$ cat config.mk
export PLATFORM = sky130hd
export DESIGN_NAME = dwmo_mix
export DESIGN_NICKNAME = d
export VERILOG_FILES = /design/src/rtl/core/dwmo_pkg.sv /design/src/rtl/core/dwmo_mix.sv
export SDC_FILE = /design/constraint.sdc
export NUM_CORES = 1
export LEC_CHECK = 0
export BUFFER_PORTS_ARGS = -buffer_cell sky130_fd_sc_hd__buf_2
export CAP_MARGIN = 40
export CORE_ASPECT_RATIO = 1.25
export CORE_MARGIN = 2
export CORE_UTILIZATION = 35
export DETAILED_ROUTE_END_ITERATION = 8
export GPL_TIMING_DRIVEN = 1
export MAX_ROUTING_LAYER = met4
export PLACE_DENSITY = 0.63
export SYNTH_ARGS = -nofsm -noshare
export SYNTH_HDL_FRONTEND = slang
export SYNTH_SLANG_ARGS = --single-unit
export TNS_END_PERCENT = 1
$ cat constraint.sdc
create_clock -name clk -period 6.5 [get_ports clk]
set_input_delay 0.65 -clock clk [delete_from_list [all_inputs] [get_ports clk]]
set_output_delay 0.65 -clock clk [all_outputs]
set_load 0.05 [all_outputs]
$ cat src/rtl/core/dwmo_pkg.sv
// ----------------------------------------------------------------------------
// dwmo_pkg
// Shared types, constants and helper functions for the dual wavetable
// morphing oscillator.
// ----------------------------------------------------------------------------
package dwmo_pkg;

    // Field and table geometry
    localparam int OPCODE_W     = 2;
    localparam int SAMPLE_W     = 16;
    localparam int PHASE_W      = 32;
    localparam int SHAPE_W      = 3;
    localparam int BLEND_W      = 8;
    localparam int INDEX_W      = 9;
    localparam int TABLE_ADDR_W = SHAPE_W + INDEX_W;
    localparam int TABLE_DEPTH  = 1 << TABLE_ADDR_W;
    localparam int WAVE_LENGTH  = 1 << INDEX_W;
    localparam int WAVE_COUNT   = 8;
    localparam int INDEX_LSB    = 16;
    localparam int CFG_INDEX_W  = 1;

    // Reset values
    localparam logic [PHASE_W-1:0] TUNE_RESET  = 32'h0001_0000;
    localparam logic [BLEND_W-1:0] BLEND_RESET = 8'hFF;

    // Highest waveform that may be selected as the first of a crossfade pair
    localparam logic [BLEND_W-1:0] SHAPE_LIMIT = BLEND_W'(WAVE_COUNT - 2);

    // Configuration register indexes
    localparam logic [CFG_INDEX_W-1:0] REG_TUNING_ONE = 1'b0;
    localparam logic [CFG_INDEX_W-1:0] REG_TUNING_TWO = 1'b1;

    // Item opcodes; the fourth code is ignored
    typedef enum logic [OPCODE_W-1:0] {
        OP_TICK        = 2'd0,
        OP_SET_WAVE    = 2'd1,
        OP_TABLE_WRITE = 2'd2
    } opcode_t;

    // Table read request of one voice, with the blend that goes with it
    typedef struct packed {
        logic [TABLE_ADDR_W-1:0] addr_a;
        logic [TABLE_ADDR_W-1:0] addr_b;
        logic [BLEND_W-1:0]      blend;
    } voice_req_t;

    // Table write transfer held in the request stage
    typedef struct packed {
        logic                    valid;
        logic [TABLE_ADDR_W-1:0] addr;
        logic [SAMPLE_W-1:0]     data;
    } table_wr_t;

    // Saturate a waveform index to the last pair start
    function automatic logic [SHAPE_W-1:0] shape_sat(input logic [BLEND_W-1:0] hi);
        logic [BLEND_W-1:0] lim;
        lim = (hi > SHAPE_LIMIT) ? SHAPE_LIMIT : hi;
        return lim[SHAPE_W-1:0];
    endfunction

    // out = bits 8..23 of (A-B)*blend, plus B, modulo 2^16
    function automatic logic [SAMPLE_W-1:0] crossfade(
        input logic [SAMPLE_W-1:0] a,
        input logic [SAMPLE_W-1:0] b,
        input logic [BLEND_W-1:0]  blend
    );
        logic signed [SAMPLE_W:0]         diff;
        logic signed [BLEND_W:0]          mix;
        logic signed [SAMPLE_W+BLEND_W+1:0] prod;
        logic [SAMPLE_W-1:0]              mid;
        diff = signed'({1'b0, a}) - signed'({1'b0, b});
        mix  = signed'({1'b0, blend});
        prod = (SAMPLE_W+BLEND_W+2)'(diff) * (SAMPLE_W+BLEND_W+2)'(mix);
        mid  = prod[SAMPLE_W+BLEND_W-1:BLEND_W];
        return mid + b;
    endfunction

endpackage

$ cat src/rtl/core/dwmo_mix.sv
// ----------------------------------------------------------------------------
// dwmo_mix
// Crossfade of the two table samples per voice and the result register.
// ----------------------------------------------------------------------------
module dwmo_mix
    import dwmo_pkg::*;
(
    input  logic                clk,
    input  logic                rst_n,
    // from request stage
    input  logic                req_tick,
    input  logic [BLEND_W-1:0]  req_blend_one,
    input  logic [BLEND_W-1:0]  req_blend_two,
    output logic                mix_ready,
    // registered table data
    input  logic [SAMPLE_W-1:0] a_one,
    input  logic [SAMPLE_W-1:0] b_one,
    input  logic [SAMPLE_W-1:0] a_two,
    input  logic [SAMPLE_W-1:0] b_two,
    // result channel
    output logic                result_valid,
    input  logic                result_ready,
    output logic [SAMPLE_W-1:0] sample_one,
    output logic [SAMPLE_W-1:0] sample_two
);

    logic                data_valid_reg;
    logic [BLEND_W-1:0]  blend_one_reg, blend_two_reg;
    logic                res_valid_reg;
    logic [SAMPLE_W-1:0] sample_one_reg, sample_one_next;
    logic [SAMPLE_W-1:0] sample_two_reg, sample_two_next;
    logic                res_load;
    logic                data_load;

    // Stage handshakes: the result register loads when empty or being drained
    assign res_load  = data_valid_reg && (!res_valid_reg || result_ready);
    assign mix_ready = !data_valid_reg || res_load;
    assign data_load = req_tick && mix_ready;

    // Crossfade
    assign sample_one_next = crossfade(a_one, b_one, blend_one_reg);
    assign sample_two_next = crossfade(a_two, b_two, blend_two_reg);

    // Valid flags
    always_ff @(posedge clk or negedge rst_n)
    begin
        if (!rst_n)
        begin
            data_valid_reg <= 1'b0;
            res_valid_reg  <= 1'b0;
        end
        else
        begin
            if (mix_ready)
            begin
                data_valid_reg <= req_tick;
            end
            if (res_load)
            begin
                res_valid_reg <= 1'b1;
            end
            else if (result_ready)
            begin
                res_valid_reg <= 1'b0;
            end
        end
    end

    // Payload registers
    always_ff @(posedge clk)
    begin
        if (data_load)
        begin
            blend_one_reg <= req_blend_one;
            blend_two_reg <= req_blend_two;
        end
        if (res_load)
        begin
            sample_one_reg <= sample_one_next;
            sample_two_reg <= sample_two_next;
        end
    end

    assign result_valid = res_valid_reg;
    assign sample_one   = sample_one_reg;
    assign sample_two   = sample_two_reg;

endmodule

==> results_dict.tcl <==
set metrics [dict create \
    grt_pass1_vias 11969 \
    crit_path_max_incr_delay_ns 0.54 \
    min-delay-path-class "in2async" \
    final_cell_mix "inv_1 (341), buf_4 (317), fa_1 (205), nand2_1 (162), ha_1 (139)" \
    start_kind "primary input" \
    cts_inserted_buffers 5 \
    ant_nets 0 \
    cts_buffer_depth 2 \
    final_common_cell "inv_1" \
    end_kind "flip-flop" \
    syn_area_per_cell_um2 8.94 \
    synth_edf_count 48 \
    antenna_found_initial 3 \
    crit_slowest_cell "fa_1" \
    ys_types 57 \
    cts_sinks 50 \
    num_vias 10909 \
    path_clk_slew_ns 0.09 \
    place_ws_ns -2.07 \
    period_needed_ns 7.89 \
    grt_setup_unrepaired "true" \
    via_per_inst 4.66 \
    async_flop_share 0.0400 \
    ys_ff_latch 50 \
    worst_slew_pin_slew_ns 0.604 \
    die_x_um 175 \
    drc 0 \
    grt_pass1_wl_um 57800 \
    drive_gt1_frac 0.291 \
    overflow 0 \
    wl_um 34500 \
    setup_violations 23 \
    synth_fp_nets 1875 \
    num_rows 78 \
    start_util 0.354 \
    violations "negative setup slack" \
    final.setup.worst_slack_ns -1.39 \
    cts_tree "done" \
    max_slew_margin 0.594 \
    ys.flop_type "edfxtp_1" \
    cap_violations 0 \
    die_h_um 218 \
    gp_congestion 0.872 \
    fmax_mhz 127 \
    grt_max_degree 27 \
    synth_area_um2 12800 \
    grt_usage 0.197 \
    syn_inst 1433 \
    htree_levels 2 \
    worst_clock_skew_ns 0.0191 \
    clk_latency_ns 0.33 \
    drt_iter0_markers 422 \
    cts-root-buf "clkbuf_16" \
    io_pins 118 \
    fin_nets 2299 \
    hold_viol 0 \
    path_max_fanout 5 \
    status "complete, but fails checks" \
    synth-seq-area-share 0.116 \
    rr_worst_depth 27 \
    die_area_um2 38200 \
    slew_violations 0 \
    worstSetupPathType "in2reg" \
    area_growth_pct 33.0 \
    crit_arrival_ns 7.98 \
    required_ns 6.59 \
    hpwl_um 30000 \
    port_buffers 117 \
    drt-pass1-iter-count 5 \
    yosysWarnings 0 \
    final.period_utilization 1.21 \
    wl_per_cell_um 14.8 \
    core_area_um2 36200 \
]
## Yosys cell counts (all sizes together), types with 2 or more instances
cell     instances  area [µm²]
a2111oi          4        41.3
edfxtp          48        1440
a211oi          10        87.6
nor2b           33         206
fa             208        4160
o211ai           2        15.0
xnor2           67         594
and2            98         613
o21ai           26         134
o31a             8        70.1
ha             150        1880
o31ai            4        30.0
inv            342        1280
a21oi           47         235
o21a            12        90.1
o211a            2        20.0
nand4            2        12.5
nor2            45         169
xor2            22         193
a21boi           2        15.0
nor3            19         100
nand3           14        70.1
and3             8        50.1
or3              5        31.3
nand2          164         616
nand2b          17         106
clkbuf          20        75.1
a211o            2        17.5
o21bai           7        52.6
a31o             2        17.5
nand4b           2        17.5
dfrtp            2        50.1
and2b            2        15.0
a21o            18         135
or2              3        18.8
## layer usage
metal	share of wire	global-route usage	vias to the layer above
li1	-	-	5279
met1	0.41	0.230	5335
met2	0.51	0.350	229
met3	0.040	0.0207	66
met4	0.036	0.0692	0
met5	0	-	-
## worst max-delay path, delay by kind of cell
| kind | cells | cell delay, ns |
|---|---|---|
| buffers and inverters | 9 | 0.93 |
| AND/OR/NAND/NOR | 7 | 0.89 |
| AO/OA/AOI/OAI | 10 | 2.06 |
| adder cells (fa/ha/maj) | 8 | 2.92 |
| XOR/XNOR | 4 | 0.51 |
## final timing paths
check / from / endpoint / slack, ns
max: a_two[0] / sample_two[15] / -1.39
min: rst_n / data_valid_reg / 0.11
max reg2reg: blend_one_reg[1] / sample_one[15] / -0.07
min reg2reg: data_valid_reg / result_valid / 0.50
max in group asynchronous: rst_n / data_valid_reg / 6.30
min in group clk: req_blend_one[7] / blend_one_reg[7] / 0.50
## through the flow
| step | utilization | area [µm²] | hold slack [ns] | TNS [ns] | instances |
|---|---|---|---|---|---|
| floorplan | - | 12900 | 0.354 | -15.97 | 1433 |
| global placement | 0.452 | 16400 | 0.438 | -30.63 | 2317 |
| detailed placement | 0.453 | 16400 | 0.437 | -33.37 | 2319 |
| CTS | 0.467 | 16900 | 0.0968 | -16.28 | 2337 |
| global route | 0.471 | 17000 | 0.0998 | -24.13 | 2340 |
| finish | 0.471 | 17000 | 0.105 | -15.46 | 2340 |
## kinds of logic (layout without fill, tap and decap cells)
kind of cell               count (synthesis)  after routing  synth area share
and+or+nand+nor                          417            417             0.162
buffers and inverters                    363            788             0.106
adders and majority gates                358            358             0.471
AOI/OAI and AO/OA                        156            156            0.0825
xor gates and xnor gates                  89             89            0.0614
DFF                                       50             50             0.116
other                                      0              2                 0
## layout make-up
cell class / instances / area [µm²]
inverters: 342 / 1280
well taps: 480 / 601
flip-flops and latches: 50 / 1490
diodes: 2 / 5.00
clock inverters: 3 / 25.0
repair buffers: 438 / 3020
clock buffers: 5 / 125
fillers: 3467 / 19200
multi-input cells: 1020 / 10500
## what timing repair did
item | 4_1_cts | 5_1_grt
resized for setup | 60 | 28
setup buffers | 12 | 1
setup endpoints to repair | 26 | 27
hold buffers | 0 | 0
pin swaps | 52 | 20
Power is left out: the tool's default activity adds up to more than one toggle a clock period on the data nets, which glitch-free logic cannot reach.
