[config.mk]
export PLATFORM = sky130hd
export DESIGN_NAME = dwmo_ctrl
export DESIGN_NICKNAME = d
export VERILOG_FILES = /design/src/rtl/core/dwmo_pkg.sv /design/src/rtl/core/dwmo_ctrl.sv
export SDC_FILE = /design/constraint.sdc
export NUM_CORES = 1
export LEC_CHECK = 0
export ABC_AREA = 1
export BUFFER_PORTS_ARGS = -buffer_cell sky130_fd_sc_hd__buf_2
export CAP_MARGIN = 15
export CORE_UTILIZATION = 60
export DETAILED_ROUTE_END_ITERATION = 12
export PLACE_DENSITY = 0.83
export REMOVE_ABC_BUFFERS = 1
export SYNTH_ARGS = -nofsm -noshare
export SYNTH_HDL_FRONTEND = slang
export SYNTH_SLANG_ARGS = --single-unit
[constraint.sdc]
create_clock -name clk -period 8.85 [get_ports clk]
set_clock_uncertainty 0.2 [all_clocks]
set_input_delay 1.3275 -clock clk [delete_from_list [all_inputs] [get_ports clk]]
set_output_delay 1.3275 -clock clk [all_outputs]
set_load 0.02 [all_outputs]
[src/rtl/core/dwmo_pkg.sv]
// ----------------------------------------------------------------------------
// dwmo_pkg
// Shared types, constants and helper functions for the dual wavetable
// morphing oscillator.
// ----------------------------------------------------------------------------
package dwmo_pkg;

    // Field and table geometry
    localparam int OPCODE_W     = 2;
    localparam int SAMPLE_W     = 16;
    localparam int PHASE_W      = 32;
    localparam int SHAPE_W      = 3;
    localparam int BLEND_W      = 8;
    localparam int INDEX_W      = 9;
    localparam int TABLE_ADDR_W = SHAPE_W + INDEX_W;
    localparam int TABLE_DEPTH  = 1 << TABLE_ADDR_W;
    localparam int WAVE_LENGTH  = 1 << INDEX_W;
    localparam int WAVE_COUNT   = 8;
    localparam int INDEX_LSB    = 16;
    localparam int CFG_INDEX_W  = 1;

    // Reset values
    localparam logic [PHASE_W-1:0] TUNE_RESET  = 32'h0001_0000;
    localparam logic [BLEND_W-1:0] BLEND_RESET = 8'hFF;

    // Highest waveform that may be selected as the first of a crossfade pair
    localparam logic [BLEND_W-1:0] SHAPE_LIMIT = BLEND_W'(WAVE_COUNT - 2);

    // Configuration register indexes
    localparam logic [CFG_INDEX_W-1:0] REG_TUNING_ONE = 1'b0;
    localparam logic [CFG_INDEX_W-1:0] REG_TUNING_TWO = 1'b1;

    // Item opcodes; the fourth code is ignored
    typedef enum logic [OPCODE_W-1:0] {
        OP_TICK        = 2'd0,
        OP_SET_WAVE    = 2'd1,
        OP_TABLE_WRITE = 2'd2
    } opcode_t;

    // Table read request of one voice, with the blend that goes with it
    typedef struct packed {
        logic [TABLE_ADDR_W-1:0] addr_a;
        logic [TABLE_ADDR_W-1:0] addr_b;
        logic [BLEND_W-1:0]      blend;
    } voice_req_t;

    // Table write transfer held in the request stage
    typedef struct packed {
        logic                    valid;
        logic [TABLE_ADDR_W-1:0] addr;
        logic [SAMPLE_W-1:0]     data;
    } table_wr_t;

    // Saturate a waveform index to the last pair start
    function automatic logic [SHAPE_W-1:0] shape_sat(input logic [BLEND_W-1:0] hi);
        logic [BLEND_W-1:0] lim;
        lim = (hi > SHAPE_LIMIT) ? SHAPE_LIMIT : hi;
        return lim[SHAPE_W-1:0];
    endfunction

    // out = bits 8..23 of (A-B)*blend, plus B, modulo 2^16
    function automatic logic [SAMPLE_W-1:0] crossfade(
        input logic [SAMPLE_W-1:0] a,
        input logic [SAMPLE_W-1:0] b,
        input logic [BLEND_W-1:0]  blend
    );
        logic signed [SAMPLE_W:0]         diff;
        logic signed [BLEND_W:0]          mix;
        logic signed [SAMPLE_W+BLEND_W+1:0] prod;
        logic [SAMPLE_W-1:0]              mid;
        diff = signed'({1'b0, a}) - signed'({1'b0, b});
        mix  = signed'({1'b0, blend});
        prod = (SAMPLE_W+BLEND_W+2)'(diff) * (SAMPLE_W+BLEND_W+2)'(mix);
        mid  = prod[SAMPLE_W+BLEND_W-1:BLEND_W];
        return mid + b;
    endfunction

endpackage

[src/rtl/core/dwmo_ctrl.sv]
// ----------------------------------------------------------------------------
// dwmo_ctrl
// Item decode, oscillator state (phase, shape, blend, pending values),
// tuning registers and the request stage that drives the table RAMs.
// ----------------------------------------------------------------------------
module dwmo_ctrl
    import dwmo_pkg::*;
(
    input  logic                    clk,
    input  logic                    rst_n,
    // configuration
    input  logic                    cfg_we,
    input  logic [CFG_INDEX_W-1:0]  cfg_index,
    input  logic [PHASE_W-1:0]      cfg_data,
    // item channel
    input  logic                    item_valid,
    output logic                    item_ready,
    input  logic [OPCODE_W-1:0]     opcode,
    input  logic                    osc_select,
    input  logic [SAMPLE_W-1:0]     wave_value,
    input  logic [TABLE_ADDR_W-1:0] table_address,
    input  logic [SAMPLE_W-1:0]     table_data,
    // request stage toward RAMs and mixer
    input  logic                    mix_ready,
    output logic                    req_tick,
    output voice_req_t              req_one,
    output voice_req_t              req_two,
    output table_wr_t               table_wr
);

    logic [PHASE_W-1:0]  tuning_one_reg, tuning_two_reg;
    logic [PHASE_W-1:0]  phase_one_reg, phase_one_next;
    logic [PHASE_W-1:0]  phase_two_reg, phase_two_next;
    logic [SHAPE_W-1:0]  shape_one_reg, shape_one_next;
    logic [SHAPE_W-1:0]  shape_two_reg, shape_two_next;
    logic [BLEND_W-1:0]  blend_one_reg, blend_one_next;
    logic [BLEND_W-1:0]  blend_two_reg, blend_two_next;
    logic [SAMPLE_W-1:0] pend_one_reg, pend_one_next;
    logic [SAMPLE_W-1:0] pend_two_reg, pend_two_next;
    logic                flag_one_reg, flag_one_next;
    logic                flag_two_reg, flag_two_next;

    logic                tick_reg;
    logic                wr_valid_reg;
    logic [TABLE_ADDR_W-1:0] wr_addr_reg;
    logic [SAMPLE_W-1:0] wr_data_reg;
    voice_req_t          req_one_reg, req_one_next;
    voice_req_t          req_two_reg, req_two_next;

    logic                stage_move;
    logic                accept;
    logic                is_tick, is_set, is_write;
    logic [INDEX_W-1:0]  idx_one, idx_two;

    // Request stage frees up when it holds no tick or the mixer takes it
    assign stage_move = !tick_reg || mix_ready;
    assign item_ready = stage_move;
    assign accept     = item_valid && item_ready;

    // Decode
    always_comb
    begin
        is_tick  = 1'b0;
        is_set   = 1'b0;
        is_write = 1'b0;
        case (opcode_t'(opcode))
            OP_TICK:        is_tick  = accept;
            OP_SET_WAVE:    is_set   = accept;
            OP_TABLE_WRITE: is_write = accept;
            default:        ;
        endcase
    end

    // Phase advance and read addresses for the two voices
    assign phase_one_next = is_tick ? phase_one_reg + tuning_one_reg : phase_one_reg;
    assign phase_two_next = is_tick ? phase_two_reg + tuning_two_reg : phase_two_reg;
    assign idx_one = phase_one_next[INDEX_LSB+INDEX_W-1:INDEX_LSB];
    assign idx_two = phase_two_next[INDEX_LSB+INDEX_W-1:INDEX_LSB];

    always_comb
    begin
        req_one_next.addr_a = {shape_one_reg, idx_one};
        req_one_next.addr_b = {shape_one_reg + SHAPE_W'(1), idx_one};
        req_one_next.blend  = blend_one_reg;
        req_two_next.addr_a = {shape_two_reg, idx_two};
        req_two_next.addr_b = {shape_two_reg + SHAPE_W'(1), idx_two};
        req_two_next.blend  = blend_two_reg;
    end

    // Pending values: queued by set-wave, one applied after each tick
    always_comb
    begin
        shape_one_next = shape_one_reg;
        shape_two_next = shape_two_reg;
        blend_one_next = blend_one_reg;
        blend_two_next = blend_two_reg;
        pend_one_next  = pend_one_reg;
        pend_two_next  = pend_two_reg;
        flag_one_next  = flag_one_reg;
        flag_two_next  = flag_two_reg;
        if (is_tick)
        begin
            if (flag_one_reg)
            begin
                shape_one_next = shape_sat(pend_one_reg[SAMPLE_W-1:BLEND_W]);
                blend_one_next = ~pend_one_reg[BLEND_W-1:0];
                flag_one_next  = 1'b0;
            end
            else if (flag_two_reg)
            begin
                shape_two_next = shape_sat(pend_two_reg[SAMPLE_W-1:BLEND_W]);
                blend_two_next = ~pend_two_reg[BLEND_W-1:0];
                flag_two_next  = 1'b0;
            end
        end
        else if (is_set)
        begin
            if (!osc_select)
            begin
                if (pend_one_reg != wave_value)
                begin
                    pend_one_next = wave_value;
                    flag_one_next = 1'b1;
                end
            end
            else if (pend_two_reg != wave_value)
            begin
                pend_two_next = wave_value;
                flag_two_next = 1'b1;
            end
        end
    end

    // Oscillator state and tuning registers
    always_ff @(posedge clk or negedge rst_n)
    begin
        if (!rst_n)
        begin
            tuning_one_reg <= TUNE_RESET;
            tuning_two_reg <= TUNE_RESET;
            phase_one_reg  <= '0;
            phase_two_reg  <= '0;
            shape_one_reg  <= '0;
            shape_two_reg  <= '0;
            blend_one_reg  <= BLEND_RESET;
            blend_two_reg  <= BLEND_RESET;
            pend_one_reg   <= '0;
            pend_two_reg   <= '0;
            flag_one_reg   <= 1'b0;
            flag_two_reg   <= 1'b0;
        end
        else
        begin
            if (cfg_we && cfg_index == REG_TUNING_ONE)
            begin
                tuning_one_reg <= cfg_data;
            end
            if (cfg_we && cfg_index == REG_TUNING_TWO)
            begin
                tuning_two_reg <= cfg_data;
            end
            phase_one_reg <= phase_one_next;
            phase_two_reg <= phase_two_next;
            shape_one_reg <= shape_one_next;
            shape_two_reg <= shape_two_next;
            blend_one_reg <= blend_one_next;
            blend_two_reg <= blend_two_next;
            pend_one_reg  <= pend_one_next;
            pend_two_reg  <= pend_two_next;
            flag_one_reg  <= flag_one_next;
            flag_two_reg  <= flag_two_next;
        end
    end

    // Request stage control
    always_ff @(posedge clk or negedge rst_n)
    begin
        if (!rst_n)
        begin
            tick_reg     <= 1'b0;
            wr_valid_reg <= 1'b0;
        end
        else if (stage_move)
        begin
            tick_reg     <= is_tick;
            wr_valid_reg <= is_write;
        end
    end

    // Request stage payload
    always_ff @(posedge clk)
    begin
        if (is_tick)
        begin
            req_one_reg <= req_one_next;
            req_two_reg <= req_two_next;
        end
        if (is_write)
        begin
            wr_addr_reg <= table_address;
            wr_data_reg <= table_data;
        end
    end

    assign req_tick       = tick_reg;
    assign req_one        = req_one_reg;
    assign req_two        = req_two_reg;
    assign table_wr.valid = wr_valid_reg;
    assign table_wr.addr  = wr_addr_reg;
    assign table_wr.data  = wr_data_reg;

endmodule

==> impl_results.md <==
* Final hold slack at 261 ps
* Psw at ~1500 uW
* Max Slew Vio Count at 0
* GPL Wtd Cong at between 0.9 and 1
* Fmax at 286 MHz
* Static Leak at between 0.007 and 0.008 uW
* Combinational power share at 0.362
* Critical-path maximum fanout at 82
* Initial antenna violation count at 3
* Die X at 145 microns
* Fin area at 14,100 sq um
* Cts hold-fix bufs at 0
* Clock-pin slew on the worst setup and hold paths at approximately 60 ps
* Initial Utilization at 0.611
* P_int at around 2600 uW
* Worst EP required at 9100 ps
* Sink Count at 232
* Sequential cell area fraction in the yosys report at 0.503
* 1st-iter DRT viols at around 590
* DR WL/cell at 14.4 microns
* GR Util met2 at 0.459
* Placed inst area at about 13,000 sq um
* Pre-CTS setup slack at 4800 ps
* Setup Buffers After CTS at 0
* Yosys reg bits at 232
* Dpl hpwl at between 20 and 25 mm
* Critical Path Sink Type: register
* Largest net degree at the start of global routing at ~110
* Routed vias/inst at around 5.2
* DR vias at 10,300
* Critical Path AT at around 3800 ps
* Vias in the first global route at approximately 9,700
* CTS H-tree lvls at 1
* Pwr Density at approximately 290 nW/um^2
* Post_cts resized at 0
* Clock buffers created by TritonCTS at 26
* Clock power frac at 0.255
* Remaining Overflow, GRT at 0
* CTS tree: done
* Clk Latency, worst-skew pair at approximately 540 ps
* Area delta synth->final at 14.8%
* Reg-to-Reg Start: req_tick
* Final Hold Viols at 0
* Mean area per synthesized cell at slightly above 8 sq um
* Grt met3 use at 0.0346
* IO buf count at 172
* Grt peak-use layer: met2
* Synth Warn # at 0
* 1st-pass router iterations at 7
* Met1 GRT Util at 0.363
* Final worst slack at ~5400 ps
* Status: completed
* Startpoint types: input port
* Setup tns final at 0 ps
* Share of layout cells above drive strength 1 at 0.151
* Most frequent cells in the layout: nand2_1, inv_1, buf_2
* Final period util at 0.395
* Final setup vio count at 0
* First-pass GRT wire length at approximately 47 mm
* Clock buffer depth at 3
* Finished Core Util at 0.701
* Post-synth EDFFs at 74
* Drt total wl at approximately 28 mm
* Synth async-reset ratio at 0.681
* # DRC at 0
* Mapped Cells at 1,519
* Yosys cell types at 36
* Full die area at approximately 21,000 sq um
* RSZ-0062 raised after global routing: no
* Commonest non-fill, non-tap cell in the layout: nand2_1
* Register share of total power at 0.382
* Rows at 52
* Nets at roughly 1,800
* Final Critical Period at 3500 ps
* Netlist Area Pre-Place at 12,300 sq um
* Worst setup startpoint: mix_ready
* CTS root buffer: clkbuf_16
* Critical hold path startpoint: pend_two_reg[6]
* I/O pin count at 180
* Die H at approximately 150 microns
* Peak VDD IR at a little under 0.2 mV
* GRT Total Usage at 0.273
* Worst slew pin tran at 1070 ps
* Slew headroom at 0.288
* Top_reg_cell synth: dfrtp_1
* Antenna viol nets, final at 0
* HP Class: register to register
* Floorplan core area at between 20,000 and 25,000 sq um
* Critical path class: input port to register
* Max Cap Viol at 0
* Switching Fraction at 0.376
==> synthesized netlist by cell type (2+ instances only) <==
cell	number	area, sq um
nand3b_1	11	82.6
buf_1	5	18.8
nor3_1	5	25.0
or2_0	2	12.5
a21oi_1	27	135
nand2_1	576	2160
buf_6	2	22.5
fa_1	2	40.0
o21ai_0	81	405
buf_4	21	158
edfxtp_1	74	2220
dfstp_2	18	473
clkbuf_1	14	52.6
o21ai_1	10	50.1
nor2_2	4	25.0
and2_1	3	18.8
buf_2	6	30.0
nand2_4	2	22.5
xor2_1	7	61.3
inv_2	2	7.51
or2_2	6	37.5
nand3_1	101	505
nand2_2	3	18.8
a31oi_1	2	12.5
dfrtp_1	140	3500
inv_1	201	754
ha_1	50	626
nor2_1	78	293
nand4_1	20	125
xnor2_1	40	350
==> routing by layer <==
metal | vias up | wire (microns)
li1 | 5115 | -
met1 | 4765 | 12400
met2 | 318 | 13600
met3 | 72 | 1500
met4 | 0 | 918
met5 | - | 0
==> metrics by stage <==
step / power, uW / instances
6_report: 4110 / 1970
5_1_grt: 4410 / 1970
4_1_cts: 4110 / 1967
3_5_place_dp: 3040 / 1919
3_3_place_gp: 2990 / 1919
2_1_floorplan: 2670 / 1471
==> worst paths after layout <==
check | end | slack [ps] | depth (start not counted)
worst max register to register | shape_one_reg[0] | 5860 | 8
max in group asynchronous | shape_two_reg[2] | 6550 | 2
worst min register to register | blend_two_reg[6] | 260 | 1
worst min-delay path | blend_two_reg[6] | 260 | 1
worst max-delay path | shape_one_reg[0] | 5350 | 10
min in group asynchronous | tuning_two_reg[1] | 700 | 1
==> worst max-delay path, cell delays in order <==
cell and delay [ps]:
buf_2 90, inv_1 50, nand2_2 110, nand3b_4 120
nor2_8 80, buf_4 810, nand2_1 620, inv_2 270
o2111ai_1 120, o21ai_0 120
==> power groups by stage <==
stage                     combinational, uW  clock (uW)  sequential [uW]
after global routing                   1710        1100             1600
after floorplan                        1110           0             1570
after global placement                 1420           0             1570
final                                  1490        1050             1570
after detailed placement               1460           0             1580
after CTS                              1480        1060             1570
==> layout make-up <==
class / instances / area (sq um)
Multi-Input combinational cell: 1036 / 5080
Fill cell: 1574 / 6030
Timing Repair Buffer: 178 / 912
Antenna cell: 3 / 7.51
Inverter: 203 / 762
Clock inverter: 13 / 106
Tap cell: 270 / 338
Sequential cell: 232 / 6200
Clock buffer: 35 / 736
==> cells by family (layout without fill, tap and decap cells) <==
kind of cell / Yosys count / after routing / share of synthesized area
adders and majority gates: 52 / 52 / 0.0540
other: 0 / 3 / 0
DFF: 232 / 232 / 0.503
buffers and inverters: 251 / 429 / 0.0847
and+or+nand+nor: 814 / 814 / 0.274
xor gates and xnor gates: 47 / 47 / 0.0334
AOI/OAI and AO/OA: 123 / 123 / 0.0510
Note: power is estimated with default switching activity, not from simulation.
